File: src/hw/rtl/wfs_pkg.sv
// Package for the weighted field selector: sizes, register map, state codes
// and the command and status bundles between controller and datapath.
// Depends on nothing; every other file of the block uses it.
package wfs_pkg;

	localparam int MAX_FIELDS = 64;
	localparam int HIT_BITS   = 24;

	localparam int IDX_W   = (MAX_FIELDS > 1) ? $clog2(MAX_FIELDS) : 1;
	localparam int CNT_W   = $clog2(MAX_FIELDS + 1);
	localparam int RND_W   = 31;
	localparam int CTR_W   = (CNT_W > 6) ? CNT_W : 6;
	localparam int TOTAL_W = HIT_BITS + CNT_W;
	localparam int NUM_W   = 7;
	localparam int FIELD_W = 6;
	localparam int ADDR_W  = 3;

	localparam logic [HIT_BITS-1:0] HIT_MAX = '1;

	localparam logic CMD_SELECT = 1'b0;
	localparam logic CMD_REWARD = 1'b1;

	localparam logic REG_NUM_FIELDS = 1'b0;

	typedef enum logic [2:0] {
		ST_IDLE,
		ST_SUM,
		ST_MOD,
		ST_WALK,
		ST_FINISH,
		ST_RW_RD,
		ST_RW_WR
	} state_t;

	typedef struct packed {
		logic load_in;
		logic clr;
		logic issue;
		logic addr_field;
		logic sum_en;
		logic mod_en;
		logic walk_en;
		logic wr_en;
	} dp_cmd_t;

	typedef struct packed {
		logic n_zero;
		logic in_range;
		logic sum_done;
		logic mod_done;
		logic walk_done;
	} dp_status_t;

endpackage

File: src/hw/rtl/wfs_ctrl.sv
// Controller state machine of the weighted field selector.
// Depends on wfs_pkg; drives the datapath through dp_cmd_t and reads dp_status_t.
module wfs_ctrl (
	input  logic                clk,
	input  logic                arst_n,
	input  logic                in_valid,
	input  logic                cmd,
	input  logic                out_valid,
	input  logic                out_stall,
	input  wfs_pkg::dp_status_t status,
	output wfs_pkg::dp_cmd_t    dp_cmd,
	output logic                in_stall,
	output logic                out_load
);

	wfs_pkg::state_t state_q;
	wfs_pkg::state_t state_d;

	always_ff @(posedge clk or negedge arst_n) begin
		if (!arst_n) begin
			state_q <= wfs_pkg::ST_IDLE;
		end else begin
			state_q <= state_d;
		end
	end

	always_comb begin
		state_d = state_q;
		unique case (state_q)
			wfs_pkg::ST_IDLE: begin
				if (in_valid) begin
					if (cmd == wfs_pkg::CMD_SELECT) begin
						state_d = status.n_zero ? wfs_pkg::ST_FINISH : wfs_pkg::ST_SUM;
					end else if (status.in_range) begin
						state_d = wfs_pkg::ST_RW_RD;
					end
				end
			end
			wfs_pkg::ST_SUM: begin
				if (status.sum_done) state_d = wfs_pkg::ST_MOD;
			end
			wfs_pkg::ST_MOD: begin
				if (status.mod_done) state_d = wfs_pkg::ST_WALK;
			end
			wfs_pkg::ST_WALK: begin
				if (status.walk_done) state_d = wfs_pkg::ST_FINISH;
			end
			wfs_pkg::ST_FINISH: begin
				if (!out_valid || !out_stall) state_d = wfs_pkg::ST_IDLE;
			end
			wfs_pkg::ST_RW_RD: state_d = wfs_pkg::ST_RW_WR;
			wfs_pkg::ST_RW_WR: state_d = wfs_pkg::ST_IDLE;
			default: state_d = wfs_pkg::ST_IDLE;
		endcase
	end

	always_comb begin
		dp_cmd   = '0;
		in_stall = 1'b1;
		out_load = 1'b0;
		unique case (state_q)
			wfs_pkg::ST_IDLE: begin
				in_stall       = 1'b0;
				dp_cmd.load_in = in_valid;
			end
			wfs_pkg::ST_SUM: begin
				dp_cmd.issue  = 1'b1;
				dp_cmd.sum_en = 1'b1;
				dp_cmd.clr    = status.sum_done;
			end
			wfs_pkg::ST_MOD: begin
				dp_cmd.mod_en = 1'b1;
				dp_cmd.clr    = status.mod_done;
			end
			wfs_pkg::ST_WALK: begin
				dp_cmd.issue   = 1'b1;
				dp_cmd.walk_en = 1'b1;
			end
			wfs_pkg::ST_FINISH: begin
				out_load = !out_valid || !out_stall;
			end
			wfs_pkg::ST_RW_RD: begin
				dp_cmd.issue      = 1'b1;
				dp_cmd.addr_field = 1'b1;
			end
			wfs_pkg::ST_RW_WR: begin
				dp_cmd.wr_en = 1'b1;
			end
			default: begin
				dp_cmd = '0;
			end
		endcase
	end

endmodule

File: src/hw/rtl/wfs_datapath.sv
// Datapath of the weighted field selector: hit counter memory with valid bits,
// weight accumulator, restoring modulo unit and cumulative walk.
// Depends on wfs_pkg; controlled by wfs_ctrl through dp_cmd_t.
module wfs_datapath (
	input  logic                           clk,
	input  logic                           arst_n,
	input  wfs_pkg::dp_cmd_t               dp_cmd,
	input  logic [wfs_pkg::NUM_W-1:0]      num_fields,
	input  logic [wfs_pkg::RND_W-1:0]      random_value,
	input  logic [wfs_pkg::FIELD_W-1:0]    field_index,
	output wfs_pkg::dp_status_t            status,
	output logic [wfs_pkg::FIELD_W-1:0]    result
);

	logic [wfs_pkg::HIT_BITS-1:0] hit_mem [wfs_pkg::MAX_FIELDS];
	logic [wfs_pkg::MAX_FIELDS-1:0] vld_q;

	logic [wfs_pkg::CNT_W-1:0]    act;
	logic [wfs_pkg::CTR_W-1:0]    cnt_q;
	logic [wfs_pkg::IDX_W-1:0]    fidx_q;
	logic [wfs_pkg::RND_W-1:0]    rnd_q;
	logic [wfs_pkg::TOTAL_W-1:0]  sum_q;
	logic [wfs_pkg::TOTAL_W-1:0]  rem_q;
	logic [wfs_pkg::TOTAL_W-1:0]  wacc_q;
	logic                         found_q;
	logic [wfs_pkg::IDX_W-1:0]    chosen_q;

	logic                         pend_s1;
	logic [wfs_pkg::IDX_W-1:0]    idx_s1;
	logic [wfs_pkg::HIT_BITS-1:0] rd_data_s1;
	logic                         rd_vld_s1;

	logic [wfs_pkg::IDX_W-1:0]    rd_addr;
	logic                         issue_ok;
	logic [wfs_pkg::TOTAL_W-1:0]  weight;
	logic [wfs_pkg::TOTAL_W-1:0]  wacc_next;
	logic [wfs_pkg::TOTAL_W:0]    mod_shift;
	logic [wfs_pkg::TOTAL_W:0]    mod_diff;
	logic [wfs_pkg::HIT_BITS-1:0] wr_data;
	logic [wfs_pkg::IDX_W-1:0]    res_idx;

	always_comb begin
		if (32'(num_fields) > 32'(wfs_pkg::MAX_FIELDS)) begin
			act = wfs_pkg::CNT_W'(wfs_pkg::MAX_FIELDS);
		end else begin
			act = wfs_pkg::CNT_W'(num_fields);
		end
	end

	assign rd_addr   = dp_cmd.addr_field ? fidx_q : cnt_q[wfs_pkg::IDX_W-1:0];
	assign issue_ok  = dp_cmd.issue
		&& (dp_cmd.addr_field || (32'(cnt_q) < 32'(act) && !(dp_cmd.walk_en && found_q)));
	assign weight    = wfs_pkg::TOTAL_W'(rd_vld_s1 ? rd_data_s1 : '0) + wfs_pkg::TOTAL_W'(1);
	assign wacc_next = wacc_q + weight;
	assign mod_shift = {rem_q, rnd_q[wfs_pkg::RND_W-1]};
	assign mod_diff  = mod_shift - {1'b0, sum_q};

	always_comb begin
		if (!rd_vld_s1) begin
			wr_data = wfs_pkg::HIT_BITS'(1);
		end else if (rd_data_s1 == wfs_pkg::HIT_MAX) begin
			wr_data = rd_data_s1;
		end else begin
			wr_data = rd_data_s1 + wfs_pkg::HIT_BITS'(1);
		end
	end

	// Counter memory: one read port with registered data, one write port.
	always_ff @(posedge clk) begin
		if (dp_cmd.wr_en) hit_mem[fidx_q] <= wr_data;
		rd_data_s1 <= hit_mem[rd_addr];
	end

	always_ff @(posedge clk or negedge arst_n) begin
		if (!arst_n) begin
			vld_q     <= '0;
			pend_s1   <= 1'b0;
			cnt_q     <= '0;
			found_q   <= 1'b0;
		end else begin
			if (dp_cmd.wr_en) vld_q[fidx_q] <= 1'b1;
			if (dp_cmd.load_in || dp_cmd.clr) begin
				pend_s1 <= 1'b0;
				cnt_q   <= '0;
				found_q <= dp_cmd.load_in;
			end else begin
				pend_s1 <= issue_ok;
				if ((issue_ok && !dp_cmd.addr_field) || dp_cmd.mod_en) begin
					cnt_q <= cnt_q + wfs_pkg::CTR_W'(1);
				end
				if (dp_cmd.walk_en && pend_s1 && !found_q && (rem_q < wacc_next)) begin
					found_q <= 1'b1;
				end
			end
		end
	end

	always_ff @(posedge clk) begin
		rd_vld_s1 <= vld_q[rd_addr];
		idx_s1    <= rd_addr;
		if (dp_cmd.load_in) begin
			fidx_q   <= wfs_pkg::IDX_W'(field_index);
			rnd_q    <= random_value;
			sum_q    <= '0;
			rem_q    <= '0;
			chosen_q <= '0;
		end else begin
			if (dp_cmd.sum_en && pend_s1) sum_q <= sum_q + weight;
			if (dp_cmd.mod_en && !status.mod_done) begin
				rnd_q <= rnd_q << 1;
				if (!mod_diff[wfs_pkg::TOTAL_W]) begin
					rem_q <= mod_diff[wfs_pkg::TOTAL_W-1:0];
				end else begin
					rem_q <= mod_shift[wfs_pkg::TOTAL_W-1:0];
				end
			end
			if (dp_cmd.walk_en && pend_s1 && !found_q && (rem_q < wacc_next)) begin
				chosen_q <= idx_s1;
			end
		end
		if (dp_cmd.clr) begin
			wacc_q <= '0;
		end else if (dp_cmd.walk_en && pend_s1) begin
			wacc_q <= wacc_next;
		end
	end

	// Fallback to the last active field if the walk runs out; it does not in practice.
	assign res_idx = found_q ? chosen_q : wfs_pkg::IDX_W'(act - wfs_pkg::CNT_W'(1));
	assign result  = wfs_pkg::FIELD_W'(res_idx);

	assign status.n_zero    = (act == '0);
	assign status.in_range  = (32'(field_index) < 32'(act));
	assign status.sum_done  = (32'(cnt_q) >= 32'(act)) && !pend_s1;
	assign status.mod_done  = (32'(cnt_q) == 32'(wfs_pkg::RND_W));
	assign status.walk_done = found_q || ((32'(cnt_q) >= 32'(act)) && !pend_s1);

endmodule

File: src/hw/rtl/weighted_field_selector_top.sv
// Weighted field selector: roulette-wheel pick over saturating hit counters.
// A select beat's result is registered after a sum pass and a walk over at most N active
// fields via the counter memory's single read port, with 31 restoring modulo steps between;
// a stalled result register holds it. A zero-field select skips both passes, a reward beat
// reads and writes one counter; beats are taken one at a time, only in the idle state.
// Reset (arst_n, asynchronous, active low) clears all hit counters at once through
// per-entry valid bits, sets num_fields to 0 and leaves no result pending.
module weighted_field_selector_top (
	input  logic                            clk,
	input  logic                            arst_n,
	// Configuration port.
	input  logic                            psel,
	input  logic                            penable,
	input  logic                            pwrite,
	input  logic [wfs_pkg::ADDR_W-1:0]      paddr,
	input  logic [31:0]                     pwdata,
	output logic [31:0]                     prdata,
	output logic                            pready,
	// Input channel.
	input  logic                            in_valid,
	output logic                            in_stall,
	input  logic                            cmd,
	input  logic [wfs_pkg::RND_W-1:0]       random_value,
	input  logic [wfs_pkg::FIELD_W-1:0]     field_index,
	// Result channel.
	output logic                            out_valid,
	input  logic                            out_stall,
	output logic [wfs_pkg::FIELD_W-1:0]     chosen_field
);

	logic [wfs_pkg::NUM_W-1:0]   num_fields_q;
	logic                        out_valid_q;
	logic [wfs_pkg::FIELD_W-1:0] chosen_field_q;

	wfs_pkg::dp_cmd_t            dp_cmd;
	wfs_pkg::dp_status_t         status;
	logic                        out_load;
	logic [wfs_pkg::FIELD_W-1:0] result;

	// The register index is the word address; the byte offset bits are ignored.
	assign pready = 1'b1;
	assign prdata = (paddr[2] == wfs_pkg::REG_NUM_FIELDS)
		? 32'(num_fields_q) : 32'd0;

	always_ff @(posedge clk or negedge arst_n) begin
		if (!arst_n) begin
			num_fields_q <= '0;
		end else if (psel && penable && pwrite && pready
			&& paddr[2] == wfs_pkg::REG_NUM_FIELDS) begin
			num_fields_q <= pwdata[wfs_pkg::NUM_W-1:0];
		end
	end

	wfs_ctrl u_ctrl (
		.clk       (clk),
		.arst_n    (arst_n),
		.in_valid  (in_valid),
		.cmd       (cmd),
		.out_valid (out_valid_q),
		.out_stall (out_stall),
		.status    (status),
		.dp_cmd    (dp_cmd),
		.in_stall  (in_stall),
		.out_load  (out_load)
	);

	wfs_datapath u_datapath (
		.clk          (clk),
		.arst_n       (arst_n),
		.dp_cmd       (dp_cmd),
		.num_fields   (num_fields_q),
		.random_value (random_value),
		.field_index  (field_index),
		.status       (status),
		.result       (result)
	);

	// The output register holds a finished result while the next beat is already
	// accepted and worked on; a second result waits in the controller until it drains.
	always_ff @(posedge clk or negedge arst_n) begin
		if (!arst_n) begin
			out_valid_q <= 1'b0;
		end else if (out_load) begin
			out_valid_q <= 1'b1;
		end else if (!out_stall) begin
			out_valid_q <= 1'b0;
		end
	end

	always_ff @(posedge clk) begin
		if (out_load) chosen_field_q <= result;
	end

	assign out_valid    = out_valid_q;
	assign chosen_field = chosen_field_q;

endmodule
File: config.mk
export PLATFORM = sky130hd
export DESIGN_NAME = weighted_field_selector_top
export DESIGN_NICKNAME = d
export VERILOG_FILES = /design/src/hw/rtl/wfs_pkg.sv /design/src/hw/rtl/wfs_ctrl.sv /design/src/hw/rtl/wfs_datapath.sv /design/src/hw/rtl/weighted_field_selector_top.sv
export SDC_FILE = /design/constraint.sdc
export NUM_CORES = 2
export LEC_CHECK = 0
export BUFFER_PORTS_ARGS = -buffer_cell sky130_fd_sc_hd__buf_2
export CAP_MARGIN = 15
export CORE_ASPECT_RATIO = 1.75
export CORE_MARGIN = 1.5
export CORE_UTILIZATION = 46
export CTS_CLUSTER_SIZE = 28
export DETAILED_ROUTE_END_ITERATION = 16
export HOLD_SLACK_MARGIN = 0.06
export PLACE_DENSITY = 0.62
export SYNTH_ARGS = -nofsm -noshare
export SYNTH_HDL_FRONTEND = slang
export SYNTH_SLANG_ARGS = --single-unit
File: constraint.sdc
create_clock -name clk -period 7.4 [get_ports clk]
set_input_delay 1.11 -clock clk [delete_from_list [all_inputs] [get_ports clk]]
set_output_delay 1.11 -clock clk [all_outputs]
set_load 0.02 [all_outputs]
; ---- Word level (Yosys, flattened, before mapping)
; Memory sizes are Yosys's and may differ from the RTL's. A register that Yosys moved wholly into a read port is not among the register bits.
; Cells that the tools add are included.
[totals]
out_inout_bits = 41
wordCells = 124
latch_bits = 0
mem_count = 1
ramBits = 1536
romBits = 0
reg_bits = 233
[op_classes]
order_cmp = 8
shifts = 0
n_addsub = 7
muxes = 42
n_mul = 0
n_reduce_logical = 33
n_div = 0
n_eq_ne = 15
n_bitwise = 2
[mem_list]
columns = memory, words, width, read_ports, rd_ports_with_merged_regs, wr, line_no
row1 = u_datapath.hit_mem, 64, 24, 1, 1, 1, wfs_datapath.sv:15  ; logic [wfs_pkg::HIT_BITS-1:0] hit_mem [wfs_pkg::MAX_FIELDS];
[ops]
columns = cell, count
row1 = $mux 31, 3
row2 = $mux 24, 3
row3 = $or 64x64->64, 1
row4 = $add 31x31->31, 2
row5 = $sub 32x31->32, 1
row6 = $add 31x1->31 const B, 1
row7 = $lt 31x31->1, 1
row8 = $mux 7, 4
row9 = $add 24x1->24 const B, 1
row10 = $eq 24x24->1 const B, 1
row11 = $mux 3, 8
row12 = $mux 1, 18
row13 = $pmux 3 s6, 1
row14 = $logic_and 1x1->1, 14
row15 = $lt 6x7->1 const B, 2
row16 = $mux 6, 2
row17 = $eq 3x3->1 const B, 3
row18 = $ne 2x1->1 const B, 4
row19 = $add 7x1->7 const B, 1
row20 = $eq 7x5->1 const B, 1
row21 = $ge 7x7->1, 1
row22 = $gt 7x7->1 const B, 1
row23 = $logic_not 1->1, 7
row24 = $logic_not 7->1, 1
row25 = 17 further kinds, 25

; ---- Depth between registers and ports, before layout
[logic_depth]
depth_word = 11
mapped_depth = 27

; ---- Cells and area by module
; A second synthesis with hierarchy kept.
[hier_totals]
cells_unflattened = 6693
hier_area_um2 = 77956.0
[by_module_without_submodules]
columns = mod, instances, cells_per_inst, seq_area_each_um2, area_per_inst_um2
row1 = wfs_datapath, 1, 6592, 51664.6, 76891.2
row2 = weighted_field_selector_top, 1, 58, 380.4, 754.5
row3 = wfs_ctrl, 1, 43, 75.1, 310.3

; ---- Worst setup path after synthesis
; Ideal clock, no wire load.
[synth_path]
path_type = reg2reg
start = register u_datapath.rd_vld_s1
end = register u_datapath.found_q
t_required_ns = 7.317
stages_incl_launch_ff = 25
setup_ns = 0.083
setup_slack_ns = 1.803
synth_period_minus_slack_ns = 5.597
arrival_time_ns = 5.515
path_cell_list = dfxtp_1 -> clkbuf_1 -> and2_1 -> ha_1 -> nand4_1 -> nor2_1 -> nand3_1 -> or3_1 -> a21boi_0 -> ha_1 -> clkbuf_1 -> nand3_1 -> or3_1 -> a2111o_1 -> nand3_1 -> a31oi_1 -> nor3_1 -> xnor2_1 -> ha_1 -> a21o_1 -> a21o_1 -> a2111oi_0 -> o211ai_1 -> nor2b_1 -> o21ai_0
[synth_between]
elab_chain_len = 6
[synth_lines]
columns = item, line_no
row1 = from (decl), wfs_datapath.sv:31  ; logic rd_vld_s1;
row2 = from (signal assigned), wfs_datapath.sv:99  ; rd_vld_s1 <= vld_q[rd_addr];
row3 = $mux 24, wfs_datapath.sv:53  ; assign weight = wfs_pkg::TOTAL_W'(rd_vld_s1 ? rd_data_s1 : '0) + wfs_pkg::TOTAL_W'(1);
row4 = $add 31x1->31, wfs_datapath.sv:53
row5 = $add 31x31->31, wfs_datapath.sv:54  ; assign wacc_next = wacc_q + weight;
row6 = $lt 31x31->1, wfs_datapath.sv:91  ; if (dp_cmd.walk_en && pend_s1 && !found_q && (rem_q < wacc_next)) begin
row7 = $logic_and 1x1->1, wfs_datapath.sv:91
row8 = $reduce_bool 2->1 (no source line), -
row9 = to (signal assigned), wfs_datapath.sv:85  ; found_q <= dp_cmd.load_in;
row10 = to (decl), wfs_datapath.sv:25  ; logic found_q;
; Every way passes these cells.
; A chain may end at the register's enable or synchronous reset.

; ---- Final worst setup path
; Same ends and word-level chain as after synthesis.

==> impl_metrics.tcl <==
set metrics [dict create \
    cts.hold.buffers_added 0 \
    synth_ff_type "sky130_fd_sc_hd__edfxtp_1" \
    place_worst_setup_slack_ns 1.29 \
    timing_worst_slew_pin_value_ns 1.23 \
    cell_with_the_largest_stage_delay_on_the_worst_path "sky130_fd_sc_hd__a31oi_1" \
    initial_antenna_violation_count 3 \
    p_int_mw 20.4 \
    finalPower_mw 33.3 \
    static_leakage_nw 31.1 \
    multi_input_area_mm2 0.0239 \
    run_status "completed" \
    port_buffers 67 \
    critPathMaxFanout 46 \
    fin_worst_hold_slack_ns 0.244 \
    clock_sinks 1793 \
    p_switching_mw 12.9 \
    synth-warning-count 0 \
    slew_headroom_pct 18.1 \
    die_height_um 547 \
    timing.critical_path.cells "buf_4 -> and3_1 -> nand4_1 -> or3_1 -> a21boi_0 -> ha_1 -> and2_1 -> a221oi_1 -> o31ai_1 -> a31oi_1 -> o21a_1 -> nand3_1 -> a31oi_1 -> nor3_1 -> xnor2_1 -> ha_1 -> a21o_1 -> a21o_1 -> a2111oi_0 -> o211ai_1 -> buf_4 -> nor2b_1 -> o21ai_0" \
    cp_data_required_time_ns 8.10 \
    coreArea_mm2 0.168 \
    synth_top_area_share_pct 61.1 \
    drtIter0Drc 4442 \
    drc 0 \
    ir_drop_mv 0.303 \
    synthDominantAreaCellType "sky130_fd_sc_hd__edfxtp_1" \
    numCtsBuffers 164 \
    setup_total_negative_slack_ns 0 \
    syn_area_per_cell_um2 11.5 \
    layout.area.seq_mm2 0.0521 \
    crit_path_start_kind "flip-flop" \
    synthTopCellsByCount "sky130_fd_sc_hd__nand2_1 (1891), sky130_fd_sc_hd__edfxtp_1 (1579), sky130_fd_sc_hd__nand3_1 (851), sky130_fd_sc_hd__clkbuf_1 (307), sky130_fd_sc_hd__a311oi_1 (253)" \
    synth_cells 6733 \
    timing.hold.worst.class "input pin to asynchronous set/reset pin" \
    hold_viol_final 0 \
    maxSlewViolCount 0 \
    post_cts_resized 0 \
    cts-root-buf "sky130_fd_sc_hd__clkbuf_16" \
    proportion_of_power_drawn_by_the_clock_network_pct 24.9 \
    gr-total-overflow 0 \
    place_hpwl_um 126000 \
    synth_seq_area_share_pct 67.1 \
    p_seq_share_pct 38.1 \
    crit_path_end_kind "flip-flop" \
    max_clock_freq_mhz 164 \
    fillCellCount 14500 \
    clk_path_buf_depth 4 \
    first_drt_pass_iteration_count 8 \
    route.final.wire_length_um 221000 \
    cpPeakStageDelay_ns 0.50 \
    detailroute.via_count 53100 \
    initial_core_utilization_pct 46.3 \
    comb_power_share_pct 36.9 \
    num_rows 199 \
    final_layout_size_suffix_gt1_share_pct 9.41 \
    synthesis.area_mm2 0.0777 \
    async_reset_ff_share_pct 4.68 \
    via_per_inst 5.89 \
    finalCriticalPeriod_ns 6.09 \
    h-tree-depth 4 \
    synth_edf_count 1579 \
    worst_clock_skew_ns 0.0726 \
    fin_crit_share_pct 82.3 \
    grt_start_max_net_pins 141 \
    first_pass_grt_wire_length_um 326000 \
    worst_ep_arrival_time_ns 6.79 \
    average_detailed_routed_wire_length_per_instance_um 24.5 \
    cts_post_setup_buffers_inserted 0 \
    finalWorstSetupSlack_ns 1.31 \
    worst-setup-path-type "flip-flop to flip-flop" \
    fp.dieArea_mm2 0.171 \
    postSynthRegisterBits 1793 \
    first_global_vias 52100 \
    i_o_pin_total 121 \
    drtAntennaViolNets 0 \
    yosys.cell_count.top_type "sky130_fd_sc_hd__nand2_1" \
    synth_area_leaders "sky130_fd_sc_hd__edfxtp_1 (61%), sky130_fd_sc_hd__nand2_1 (9.1%), sky130_fd_sc_hd__nand3_1 (5.5%)" \
    tritoncts_clock_tree "built" \
    timing.max_cap.violations 0 \
    rsz_0062_raised_after_global_routing "false" \
    power_switching_share_pct 38.7 \
    final_nets 6892 \
    power_per_cell_area_mw_per_mm2 388 \
    yosysUniqueCellTypes 81 \
    later_pin_clock_latency_in_the_skew_report_ns 0.81 \
    clk_pin_slew_worst_paths_ns 0.06 \
    finalWeightedCongestion 0.892 \
    die_x_um 314 \
    setup_viol 0 \
    area_delta_synth_final_pct 10.6 \
    grt_usage_pct 25.3 \
]
[power groups by stage]
stage                     sequential (mW)  combinational (mW)  clock (mW)
after detailed placement             12.9                12.2           0
final                                12.7                12.3        8.30
after global placement               12.9                12.0           0
after floorplan                      12.7                8.18           0
after CTS                            12.7                12.3        8.42
after global routing                 12.7                13.4        8.75
[worst paths after layout]
path,endpoint,cells after the start,slack [ns],startpoint
min reg2reg,u_datapath.chosen_q[5],2,0.46,u_datapath.idx_s1[5]
min in group clk,u_datapath.chosen_q[5],2,0.46,u_datapath.idx_s1[5]
max in group asynchronous,u_datapath.found_q,2,5.83,arst_n
min,u_datapath.vld_q[61],1,0.24,arst_n
max reg2reg,u_datapath.found_q,23,1.31,u_datapath.rd_vld_s1
max,u_datapath.found_q,23,1.31,u_datapath.rd_vld_s1
[worst max-delay path, delay by kind of cell, from the launching register on]
family	cells	cell delay [ns]
compound gates	11	2.74
simple gates	7	1.36
fa+ha+maj	2	0.67
buf+inv	2	0.61
flops	1	0.39
xor+xnor	1	0.21
[through the flow]
stage	std cells	utilization [%]	area, um^2
CTS	9008	51.1	85800
detailed placement	8723	48.1	80700
global placement	8723	48.1	80700
floorplan	6757	-	77700
global route	9011	51.2	85900
finish	9015	51.2	85900
[flip-flops by register name, summed over array words and instances (netlist names), 7 cells and up]
signal                 count
u_datapath.rem_q          31
u_datapath.cnt_q           7
u_datapath.rd_data_s1     24
u_datapath.sum_q          31
u_datapath.vld_q          64
num_fields_q               7
u_datapath.hit_mem      1536
u_datapath.rnd_q          31
u_datapath.wacc_q         31
[cells by family (layout without fill, tap and decap cells)]
logic type	after synthesis	after routing	synth area share [%]
AOI/OAI and AO/OA	814	814	7.46
xor gates and xnor gates	112	112	1.26
adders and majority gates	132	132	2.16
buffers and inverters	524	566	2.82
DFF	1793	1793	67.1
muxes	27	27	0.377
other	2	31	0.00967
and+or+nand+nor	3329	3329	18.8
[cell usage in the layout, fill, tap and decap left out, types with 41 or more instances in the layout]
master and n:
sky130_fd_sc_hd__o21ai_0 90, sky130_fd_sc_hd__dfxtp_1 130, sky130_fd_sc_hd__xor2_1 51, sky130_fd_sc_hd__a21oi_1 174
sky130_fd_sc_hd__ha_1 129, sky130_fd_sc_hd__and3_1 115, sky130_fd_sc_hd__nor2_1 118, sky130_fd_sc_hd__nor2_2 53
sky130_fd_sc_hd__edfxtp_1 1579, sky130_fd_sc_hd__a211oi_1 41, sky130_fd_sc_hd__buf_4 122, sky130_fd_sc_hd__buf_2 66
sky130_fd_sc_hd__clkbuf_16 169, sky130_fd_sc_hd__a31oi_1 61, sky130_fd_sc_hd__a311oi_1 253, sky130_fd_sc_hd__nand2_1 1890
sky130_fd_sc_hd__a21o_1 62, sky130_fd_sc_hd__nand4_1 54, sky130_fd_sc_hd__nand3_1 851, sky130_fd_sc_hd__or2_2 75
sky130_fd_sc_hd__inv_1 65, sky130_fd_sc_hd__dfrtp_1 84, sky130_fd_sc_hd__xnor2_1 61
[cell type report]
cell class	count	share of cell area, %
sequential	1793	60.7
multi-input combinational	4440	27.8
clock buffer	215	5.23
tap	2211	3.22
timing repair buffer	211	1.97
clock inverter	70	0.720
inverter	70	0.329
antenna	5	0.0146
[per-layer routing]
metal  track usage [%]  vias up  wire length, um
met4              15.6        2            14800
met2              45.2     1937           114000
met1              28.6    26400            79600
li1                  -    24300                -
met3              3.08      532            12500
met5                 0        -               10
Power figures use the tool's default switching activity.
